## config.mk

```make
export PLATFORM = sky130hd
export DESIGN_NAME = deadline_slack_task_scheduler_top
export DESIGN_NICKNAME = d
export VERILOG_FILES = /design/src/rtl/dsts_pkg.sv /design/src/rtl/dsts_table.sv /design/src/rtl/dsts_scan_unit.sv /design/src/rtl/dsts_seq.sv /design/src/rtl/deadline_slack_task_scheduler_top.sv
export VERILOG_INCLUDE_DIRS = /design/src /design/src/rtl
export SDC_FILE = /design/constraint.sdc
export NUM_CORES = 1
export LEC_CHECK = 0
export ABC_AREA = 1
export BUFFER_PORTS_ARGS = -buffer_cell sky130_fd_sc_hd__buf_2
export CORE_MARGIN = 4
export CORE_UTILIZATION = 61
export CTS_CLUSTER_SIZE = 16
export DETAILED_ROUTE_END_ITERATION = 6
export PLACE_DENSITY = 0.78
export SLEW_MARGIN = 40
export SYNTH_ARGS = -nofsm -noshare
export SYNTH_HDL_FRONTEND = slang
export SYNTH_SLANG_ARGS = --single-unit
```

## constraint.sdc

```tcl
create_clock -name aclk -period 8.5 [get_ports aclk]
set_input_delay 0.85 -clock aclk [delete_from_list [all_inputs] [get_ports aclk]]
set_output_delay 0.85 -clock aclk [all_outputs]
set_load 0.05 [all_outputs]
```

## src/rtl/deadline_slack_task_scheduler_top_assert.svh

```systemverilog
// assertion macros for the task scheduler
`ifndef DEADLINE_SLACK_TASK_SCHEDULER_TOP_ASSERT_SVH
`define DEADLINE_SLACK_TASK_SCHEDULER_TOP_ASSERT_SVH

// same-cycle implication
`define DSTS_ASSERT_NOW(name, ante, cons) \
    name: assert property (@(posedge aclk) disable iff (!aresetn) (ante) |-> (cons)) \
        else $error("scheduler assertion failed");

// next-cycle implication
`define DSTS_ASSERT_NEXT(name, ante, cons) \
    name: assert property (@(posedge aclk) disable iff (!aresetn) (ante) |=> (cons)) \
        else $error("scheduler assertion failed");

`endif

```

## src/rtl/dsts_pkg.sv

```systemverilog
`default_nettype none

package dsts_pkg;

    localparam int ID_W      = 8;
    localparam int TIME_W    = 16;
    localparam int KEY_W     = 18;
    localparam int S_TDATA_W = 72;
    localparam int M_TDATA_W = 16;

    typedef enum logic [1:0] {
        OP_ADD    = 2'd0,
        OP_TICK   = 2'd1,
        OP_REMOVE = 2'd2
    } op_t;

    typedef enum logic [1:0] {
        ST_OK        = 2'd0,
        ST_FULL      = 2'd1,
        ST_NOT_FOUND = 2'd2,
        ST_IDLE      = 2'd3
    } status_t;

    typedef enum logic [2:0] {
        S_IDLE,
        S_EXEC,
        S_SCAN,
        S_DECIDE,
        S_SHIFT,
        S_REPORT
    } state_t;

    typedef struct packed {
        logic [ID_W-1:0]   id;
        logic [TIME_W-1:0] arrival;
        logic [TIME_W-1:0] deadline;
        logic [TIME_W-1:0] remaining;
    } entry_t;

    typedef struct packed {
        logic [1:0]        op;
        logic [ID_W-1:0]   task_id;
        logic [TIME_W-1:0] arrival_time;
        logic [TIME_W-1:0] deadline_time;
        logic [TIME_W-1:0] exec_time;
        logic [TIME_W-1:0] current_time;
    } item_t;

    typedef struct packed {
        logic [ID_W-1:0] selected_id;
        logic            task_done;
        status_t         status;
    } result_t;

    typedef struct packed {
        logic clear;
        logic strobe;
        logic find_mode;
    } scan_ctl_t;

endpackage

`default_nettype wire

```

## src/rtl/dsts_table.sv

```systemverilog
`default_nettype none

module dsts_table #(
    parameter int MAX_TASKS = 16
) (
    input  wire logic                         aclk,
    input  wire logic                         wr_en,
    input  wire logic [$clog2(MAX_TASKS)-1:0] wr_addr,
    input  wire dsts_pkg::entry_t             wr_data,
    input  wire logic [$clog2(MAX_TASKS)-1:0] rd_addr,
    output dsts_pkg::entry_t                  rd_data
);

    dsts_pkg::entry_t mem_reg [MAX_TASKS];
    dsts_pkg::entry_t rd_data_reg;

    always_ff @(posedge aclk) begin
        if (wr_en) begin
            mem_reg[wr_addr] <= wr_data;
        end
    end

    always_ff @(posedge aclk) begin
        rd_data_reg <= mem_reg[rd_addr];
    end

    assign rd_data = rd_data_reg;

endmodule

`default_nettype wire

```

## src/rtl/dsts_scan_unit.sv

```systemverilog
`default_nettype none

module dsts_scan_unit #(
    parameter int MAX_TASKS = 16
) (
    input  wire logic                             aclk,
    input  wire logic                             aresetn,
    input  wire dsts_pkg::scan_ctl_t              ctl,
    input  wire logic                             policy,
    input  wire logic [dsts_pkg::TIME_W-1:0]      now,
    input  wire logic [dsts_pkg::ID_W-1:0]        match_id,
    input  wire dsts_pkg::entry_t                 entry,
    input  wire logic [$clog2(MAX_TASKS)-1:0]     idx,
    output logic                                  found,
    output logic [$clog2(MAX_TASKS)-1:0]          best_idx,
    output dsts_pkg::entry_t                      best_entry
);

    localparam int AW = $clog2(MAX_TASKS);

    logic                               found_reg;
    logic                               found_next;
    logic [AW-1:0]                      best_idx_reg;
    logic signed [dsts_pkg::KEY_W-1:0]  best_key_reg;
    dsts_pkg::entry_t                   best_entry_reg;
    logic signed [dsts_pkg::KEY_W-1:0]  key;
    logic                               ready;
    logic                               hit;

    // slack is deadline minus now minus remaining
    always_comb begin
        if (policy) begin
            key = $signed({2'b00, entry.deadline}) - $signed({2'b00, now})
                - $signed({2'b00, entry.remaining});
        end else begin
            key = $signed({2'b00, entry.deadline});
        end
        ready = entry.arrival <= now;
        if (ctl.find_mode) begin
            hit = !found_reg && (entry.id == match_id);
        end else begin
            hit = ready && (!found_reg || key < best_key_reg);
        end
        found_next = found_reg;
        if (ctl.clear) begin
            found_next = 1'b0;
        end else if (ctl.strobe && hit) begin
            found_next = 1'b1;
        end
    end

    always_ff @(posedge aclk) begin
        if (!aresetn) begin
            found_reg <= 1'b0;
        end else begin
            found_reg <= found_next;
        end
    end

    always_ff @(posedge aclk) begin
        if (!ctl.clear && ctl.strobe && hit) begin
            best_idx_reg   <= idx;
            best_key_reg   <= key;
            best_entry_reg <= entry;
        end
    end

    assign found      = found_reg;
    assign best_idx   = best_idx_reg;
    assign best_entry = best_entry_reg;

endmodule

`default_nettype wire

```

## src/rtl/dsts_seq.sv

```systemverilog
`default_nettype none
`include "deadline_slack_task_scheduler_top_assert.svh"

module dsts_seq #(
    parameter int MAX_TASKS = 16
) (
    input  wire logic                          aclk,
    input  wire logic                          aresetn,
    input  wire logic                          in_valid,
    output logic                               in_ready,
    input  wire dsts_pkg::item_t               in_item,
    output dsts_pkg::item_t                    cur_item,
    output logic                               res_valid,
    input  wire logic                          res_ready,
    output dsts_pkg::result_t                  res,
    output logic                               wr_en,
    output logic [$clog2(MAX_TASKS)-1:0]       wr_addr,
    output dsts_pkg::entry_t                   wr_data,
    output logic [$clog2(MAX_TASKS)-1:0]       rd_addr,
    input  wire dsts_pkg::entry_t              rd_data,
    output dsts_pkg::scan_ctl_t                scan_ctl,
    output logic [$clog2(MAX_TASKS)-1:0]       scan_idx,
    input  wire logic                          found,
    input  wire logic [$clog2(MAX_TASKS)-1:0]  best_idx,
    input  wire dsts_pkg::entry_t              best_entry
);

    localparam int AW = $clog2(MAX_TASKS);
    localparam int CW = $clog2(MAX_TASKS + 1);

    dsts_pkg::state_t  state_reg, state_next;
    dsts_pkg::item_t   item_reg, item_next;
    dsts_pkg::result_t res_reg, res_next;
    logic [CW-1:0]     count_reg, count_next;
    logic [CW-1:0]     idx_reg, idx_next;
    logic              rd_vld_reg, rd_vld_next;
    logic [CW-1:0]     rd_idx_reg, rd_idx_next;
    logic [CW-1:0]     shift_dst;
    logic [CW-1:0]     best_succ;
    dsts_pkg::entry_t  dec_entry;

    assign shift_dst = rd_idx_reg - CW'(1);
    assign best_succ = CW'(best_idx) + CW'(1);

    always_comb begin
        dec_entry           = best_entry;
        dec_entry.remaining = best_entry.remaining - dsts_pkg::TIME_W'(1);
    end

    always_comb begin
        state_next  = state_reg;
        item_next   = item_reg;
        res_next    = res_reg;
        count_next  = count_reg;
        idx_next    = idx_reg;
        rd_vld_next = 1'b0;
        rd_idx_next = rd_idx_reg;
        wr_en       = 1'b0;
        wr_addr     = count_reg[AW-1:0];
        wr_data     = best_entry;
        rd_addr     = idx_reg[AW-1:0];
        scan_ctl    = '0;
        in_ready    = state_reg == dsts_pkg::S_IDLE;
        res_valid   = state_reg == dsts_pkg::S_REPORT;

        unique case (state_reg)
            dsts_pkg::S_IDLE: begin
                if (in_valid) begin
                    item_next  = in_item;
                    state_next = dsts_pkg::S_EXEC;
                end
            end
            dsts_pkg::S_EXEC: begin
                res_next = '{selected_id: '0, task_done: 1'b0, status: dsts_pkg::ST_OK};
                unique case (item_reg.op)
                    dsts_pkg::OP_ADD: begin
                        if (count_reg == CW'(MAX_TASKS)) begin
                            res_next.status = dsts_pkg::ST_FULL;
                        end else begin
                            wr_en      = 1'b1;
                            wr_addr    = count_reg[AW-1:0];
                            wr_data    = '{id: item_reg.task_id,
                                           arrival: item_reg.arrival_time,
                                           deadline: item_reg.deadline_time,
                                           remaining: item_reg.exec_time};
                            count_next = count_reg + CW'(1);
                        end
                        state_next = dsts_pkg::S_REPORT;
                    end
                    dsts_pkg::OP_TICK, dsts_pkg::OP_REMOVE: begin
                        scan_ctl.clear = 1'b1;
                        idx_next       = '0;
                        state_next     = dsts_pkg::S_SCAN;
                    end
                    default: begin
                        state_next = dsts_pkg::S_REPORT;
                    end
                endcase
            end
            dsts_pkg::S_SCAN: begin
                scan_ctl.find_mode = item_reg.op == dsts_pkg::OP_REMOVE;
                scan_ctl.strobe    = rd_vld_reg;
                if (idx_reg < count_reg) begin
                    rd_vld_next = 1'b1;
                    rd_idx_next = idx_reg;
                    idx_next    = idx_reg + CW'(1);
                end else if (!rd_vld_reg) begin
                    state_next = dsts_pkg::S_DECIDE;
                end
            end
            dsts_pkg::S_DECIDE: begin
                if (!found) begin
                    if (item_reg.op == dsts_pkg::OP_TICK) begin
                        res_next.status = dsts_pkg::ST_IDLE;
                    end else begin
                        res_next.status = dsts_pkg::ST_NOT_FOUND;
                    end
                    state_next = dsts_pkg::S_REPORT;
                end else if (item_reg.op == dsts_pkg::OP_TICK) begin
                    res_next.selected_id = best_entry.id;
                    // zero or one unit left: the task finishes and is retired
                    if (best_entry.remaining <= dsts_pkg::TIME_W'(1)) begin
                        res_next.task_done = 1'b1;
                        idx_next           = best_succ;
                        state_next         = dsts_pkg::S_SHIFT;
                    end else begin
                        wr_en      = 1'b1;
                        wr_addr    = best_idx;
                        wr_data    = dec_entry;
                        state_next = dsts_pkg::S_REPORT;
                    end
                end else begin
                    idx_next   = best_succ;
                    state_next = dsts_pkg::S_SHIFT;
                end
            end
            dsts_pkg::S_SHIFT: begin
                // close the gap, each later entry moves down one place
                if (idx_reg < count_reg) begin
                    rd_vld_next = 1'b1;
                    rd_idx_next = idx_reg;
                    idx_next    = idx_reg + CW'(1);
                end
                if (rd_vld_reg) begin
                    wr_en   = 1'b1;
                    wr_addr = shift_dst[AW-1:0];
                    wr_data = rd_data;
                end else if (idx_reg >= count_reg) begin
                    count_next = count_reg - CW'(1);
                    state_next = dsts_pkg::S_REPORT;
                end
            end
            dsts_pkg::S_REPORT: begin
                if (res_ready) begin
                    state_next = dsts_pkg::S_IDLE;
                end
            end
            default: begin
                state_next = dsts_pkg::S_IDLE;
            end
        endcase
    end

    always_ff @(posedge aclk) begin
        if (!aresetn) begin
            state_reg  <= dsts_pkg::S_IDLE;
            count_reg  <= '0;
            rd_vld_reg <= 1'b0;
        end else begin
            state_reg  <= state_next;
            count_reg  <= count_next;
            rd_vld_reg <= rd_vld_next;
        end
    end

    always_ff @(posedge aclk) begin
        item_reg   <= item_next;
        res_reg    <= res_next;
        idx_reg    <= idx_next;
        rd_idx_reg <= rd_idx_next;
    end

    assign cur_item = item_reg;
    assign res      = res_reg;
    assign scan_idx = rd_idx_reg[AW-1:0];

    `DSTS_ASSERT_NOW(a_count_bound, 1'b1, count_reg <= CW'(MAX_TASKS))
    `DSTS_ASSERT_NOW(a_write_states, wr_en,
        state_reg == dsts_pkg::S_EXEC || state_reg == dsts_pkg::S_DECIDE ||
        state_reg == dsts_pkg::S_SHIFT)
    `DSTS_ASSERT_NEXT(a_report_done, state_reg == dsts_pkg::S_REPORT && res_ready,
        state_reg == dsts_pkg::S_IDLE)
    `DSTS_ASSERT_NEXT(a_retire_count,
        state_reg == dsts_pkg::S_SHIFT && state_next == dsts_pkg::S_REPORT,
        count_reg == $past(count_reg) - CW'(1))

endmodule

`default_nettype wire

```

## src/rtl/deadline_slack_task_scheduler_top.sv

```systemverilog
// Deadline/slack task scheduler. Holds up to MAX_TASKS tasks in insertion order in a
// single-port-read task table. Each input word is an add (s_tuser 0), a tick (1) or a
// remove (2); each gives exactly one result word. A tick picks the ready task with
// the earliest deadline (policy 0) or least slack (policy 1), ties to the earlier
// entry, takes one unit off it and retires it when it finishes. One item at a time:
// an add writes the table and reports; a tick or remove scans all tasks held, with
// one table read feeding the shared key compare unit each cycle, and a retire or a
// remove then moves every later entry down one place to close the gap.
// The result register lets the next word in while a result waits on m_tready.
`default_nettype none

module deadline_slack_task_scheduler_top #(
    parameter int MAX_TASKS = 16
) (
    input  wire logic                             aclk,
    input  wire logic                             aresetn,
    input  wire logic                             s_tvalid,
    output logic                                  s_tready,
    // task_id, arrival_time, deadline_time, exec_time, current_time
    input  wire logic [dsts_pkg::S_TDATA_W-1:0]   s_tdata,
    // op
    input  wire logic [1:0]                       s_tuser,
    output logic                                  m_tvalid,
    input  wire logic                             m_tready,
    // selected_id, task_done, zero fill
    output logic [dsts_pkg::M_TDATA_W-1:0]        m_tdata,
    // status
    output logic [1:0]                            m_tuser,
    input  wire logic                             cfg_valid,
    output logic                                  cfg_ready,
    input  wire logic [0:0]                       cfg_data
);

    localparam int AW = $clog2(MAX_TASKS);

    dsts_pkg::item_t     in_item;
    dsts_pkg::item_t     cur_item;
    dsts_pkg::result_t   res;
    dsts_pkg::result_t   out_reg;
    logic                res_valid;
    logic                res_ready;
    logic                policy_reg, policy_next;
    logic                m_tvalid_reg, m_tvalid_next;
    logic                wr_en;
    logic [AW-1:0]       wr_addr;
    dsts_pkg::entry_t    wr_data;
    logic [AW-1:0]       rd_addr;
    dsts_pkg::entry_t    rd_data;
    dsts_pkg::scan_ctl_t scan_ctl;
    logic [AW-1:0]       scan_idx;
    logic                found;
    logic [AW-1:0]       best_idx;
    dsts_pkg::entry_t    best_entry;

    always_comb begin
        in_item.op            = s_tuser;
        in_item.task_id       = s_tdata[7:0];
        in_item.arrival_time  = s_tdata[23:8];
        in_item.deadline_time = s_tdata[39:24];
        in_item.exec_time     = s_tdata[55:40];
        in_item.current_time  = s_tdata[71:56];
    end

    // result word register
    assign res_ready = !m_tvalid_reg || m_tready;

    always_comb begin
        m_tvalid_next = m_tvalid_reg;
        if (res_ready) begin
            m_tvalid_next = res_valid;
        end
        policy_next = policy_reg;
        if (cfg_valid) begin
            policy_next = cfg_data[0];
        end
    end

    always_ff @(posedge aclk) begin
        if (!aresetn) begin
            m_tvalid_reg <= 1'b0;
            policy_reg   <= 1'b0;
        end else begin
            m_tvalid_reg <= m_tvalid_next;
            policy_reg   <= policy_next;
        end
    end

    always_ff @(posedge aclk) begin
        if (res_ready && res_valid) begin
            out_reg <= res;
        end
    end

    assign cfg_ready = 1'b1;
    assign m_tvalid  = m_tvalid_reg;
    assign m_tdata   = {7'b0, out_reg.task_done, out_reg.selected_id};
    assign m_tuser   = out_reg.status;

    dsts_seq #(
        .MAX_TASKS (MAX_TASKS)
    ) u_seq (
        .aclk       (aclk),
        .aresetn    (aresetn),
        .in_valid   (s_tvalid),
        .in_ready   (s_tready),
        .in_item    (in_item),
        .cur_item   (cur_item),
        .res_valid  (res_valid),
        .res_ready  (res_ready),
        .res        (res),
        .wr_en      (wr_en),
        .wr_addr    (wr_addr),
        .wr_data    (wr_data),
        .rd_addr    (rd_addr),
        .rd_data    (rd_data),
        .scan_ctl   (scan_ctl),
        .scan_idx   (scan_idx),
        .found      (found),
        .best_idx   (best_idx),
        .best_entry (best_entry)
    );

    dsts_table #(
        .MAX_TASKS (MAX_TASKS)
    ) u_table (
        .aclk    (aclk),
        .wr_en   (wr_en),
        .wr_addr (wr_addr),
        .wr_data (wr_data),
        .rd_addr (rd_addr),
        .rd_data (rd_data)
    );

    dsts_scan_unit #(
        .MAX_TASKS (MAX_TASKS)
    ) u_scan (
        .aclk       (aclk),
        .aresetn    (aresetn),
        .ctl        (scan_ctl),
        .policy     (policy_reg),
        .now        (cur_item.current_time),
        .match_id   (cur_item.task_id),
        .entry      (rd_data),
        .idx        (scan_idx),
        .found      (found),
        .best_idx   (best_idx),
        .best_entry (best_entry)
    );

endmodule

`default_nettype wire
```

==> impl_metrics.tcl <==
set metrics [dict create \
    multiInputGateArea_um2 11900 \
    start_kind "flip-flop" \
    yosysWarnings 0 \
    fp.dieW_um 286 \
    ir_worst_vdd_mv 0.242 \
    finalCritPeriodShare 0.711 \
    placementRows 101 \
    cts_resized 0 \
    cp.required_ns 8.85 \
    clock_latency_ns 0.69 \
    cap_viol_max_count 0 \
    htreeDepth 3 \
    crit_path_max_incr_delay_ns 0.52 \
    worst_r2r_path_depth 31 \
    num_vias 29800 \
    path_buf_inv 4 \
    holdWs_ns 0.337 \
    clkTransAtPathRegs_ns 0.06 \
    crit_path_start "u_table.rd_data[16]" \
    start_util 0.618 \
    layout_common_cells "1079 x edfxtp_1, 356 x nand2_1, 347 x nor2_1, 290 x o21ai_0, 205 x o221ai_1" \
    rsz0062_at_grt "false" \
    syn_inst 3453 \
    layout_commonest_cell "edfxtp_1" \
    layout-drive-gt1-share 0.113 \
    die_y_um 286 \
    antenna_found_initial 5 \
    place.gp.congestion 0.951 \
    worstPathArrival_ns 6.39 \
    worstMarginPinSlew_ns 0.893 \
    cts_buffers 108 \
    cpLargestDelayFamily "compound AO/OA/AOI/OAI gates" \
    fin_setup_tns_ns 0 \
    regArea_um2 33800 \
    hold_depth 1 \
    routed_via_density 6.38 \
    drv_slew 0 \
    cts_root_buffer "clkbuf_16" \
    syn_area_per_cell_um2 13.6 \
    critical-path-slowest-cell "inv_6" \
    wl_per_cell_um 26.2 \
    crit_type "reg -> reg" \
    cts_max_path_buffers 3 \
    setup_violations 0 \
    drtPass1Iterations 5 \
    worstSetupEndpointType "flip-flop" \
    drt_iter0_drc 4521 \
    syn-cell-area_um2 47100 \
    dp.cells 4462 \
    grt_usage 0.295 \
    ys_types 56 \
    yosysSeqAreaShare 0.717 \
    min_path_type "in -> reg" \
    path_max_fanout 59 \
    worstReg2RegStart "u_table.rd_data[16]" \
    area_growth_pct 12.2 \
    finalHoldViolations 0 \
    regToRegSetupSlack_ns 2.46 \
    numClockSinks 1147 \
    design.core.area_um2 76200 \
    ys_ff_latch 1147 \
    power.density_nw_per_um2 348 \
    final_antenna_net_count 0 \
    grt_max_degree 163 \
    p_leak_nw 18.6 \
    grt_first_pass_wirelength_mm 179 \
    cts_setup_buffers 0 \
    fin_nets 3708 \
    boundaryPins 101 \
    grt-ovfl-total 0 \
    period_needed_ns 6.04 \
    dp_hpwl_mm 70.5 \
    status "finished clean" \
    largest_reg_flops 896 \
    r2r_end "u_scan.best_idx[1]" \
    min_from "s_tdata[22]" \
    die_area_um2 81700 \
    max_freq_mhz 166 \
    cts_tree "yes" \
    drc 0 \
    ctsHoldBuffers 0 \
    fillCellCount 4885 \
    fin_skew_ns 0.0270 \
    wirelength_mm 123 \
    crit_top_cell "nand2_1" \
    grt_pass1_vias 28400 \
    hold-path-endpoint "u_seq.cur_item[62]" \
    port_buffers 92 \
    max_slew_margin 0.405 \
    instances_no_fill 4670 \
]
==> synth_stat cells (all sizes together) <==
cell type	instances	area (µm²)
edfxtp	1079	32400
nor2	370	1410
nand2	363	1390
o21ai	303	1540
o221ai	207	1810
mux2i	204	2040
inv	183	689
nand3	169	886
clkbuf	108	405
buf	87	514
ha	80	1000
dfxtp	68	1360
a21oi	65	355
o211ai	23	173
nor3	22	115
xor2	21	184
o22ai	16	100
nand4	12	87.6
xnor2	12	105
o2111ai	9	78.8
o32ai	8	70.1
nor4	6	43.8
o21bai	6	45.0
a221oi	4	41.3
a21o	3	22.5
a22oi	3	22.5
a31oi	3	18.8
fa	3	60.1
nand3b	3	22.5
or2	3	18.8
a211oi	2	15.0
a21boi	2	15.0
a311oi	2	17.5
conb	2	7.51
a41oi	1	8.76
o21a	1	7.51
==> worst max path at each step <==
| stage | to | slack (ns) | depth (start not counted) |
|---|---|---|---|
| 5_1_grt | u_scan.best_idx[1] | 1.87 | 31 |
| 2_1_floorplan | u_scan.best_entry[0] | 2.51 | 30 |
| 4_1_cts | u_scan.best_entry[2] | 2.51 | 31 |
| 6_report | u_scan.best_idx[1] | 2.46 | 31 |
| 3_3_place_gp | u_scan.best_entry[5] | 2.40 | 32 |
| 3_5_place_dp | u_scan.best_entry[1] | 2.55 | 31 |
==> where the power goes <==
group | switching, mW | internal (mW) | leakage, nW
registers | 0.313 | 6.88 | 10.3
clock network | 2.06 | 2.93 | 1.80
logic | 4.25 | 1.97 | 6.43
total | 6.62 | 11.8 | 18.6
==> layout make-up <==
cell class / count / area share
diodes: 1 / 0.0000474
clock buffers: 156 / 0.0576
clock inverters: 48 / 0.0129
inverters: 183 / 0.0134
multi-input cells: 1934 / 0.226
flip-flops and latches: 1147 / 0.639
well taps: 1030 / 0.0244
repair buffers: 171 / 0.0265
==> layer usage <==
layer  vias up  wire length [µm]  part of all wire  GRT usage
li1      13100                 -                 -          -
met1     14600             47700              0.39      0.422
met2      1833             57200              0.47      0.464
met3       243             13700              0.11     0.0530
met4         6              3840             0.031      0.100
met5         -                31           0.00025          0
==> per-stage QoR <==
stage	power [mW]	util	area, µm²	setup slack (ns)
5_1_grt	19.3	0.693	52800	1.87
4_1_cts	18.3	0.692	52700	2.51
3_3_place_gp	13.2	0.636	48500	2.40
2_1_floorplan	11.5	-	47100	2.51
3_5_place_dp	13.3	0.643	49000	2.55
6_report	18.4	0.693	52800	2.46
==> cell families after synthesis <==
group | count (synthesis) | synth area share
buffers and inverters | 378 | 0.0342
AOI/OAI and AO/OA | 658 | 0.0922
and+or+nand+nor | 948 | 0.0843
xor gates and xnor gates | 33 | 0.00614
adders and majority gates | 83 | 0.0225
other | 2 | 0.000160
DFF | 1147 | 0.717
muxes | 204 | 0.0434
==> worst register-to-register path, delay by kind of cell (launching register included) <==
kind            cells  cell delay, ns
buf+inv             4            1.08
simple gates       15            1.28
compound gates      7            1.66
flops               1            0.32
fa+ha+maj           4            1.20
xor+xnor            1            0.18
(Power assumes the default switching activity.)
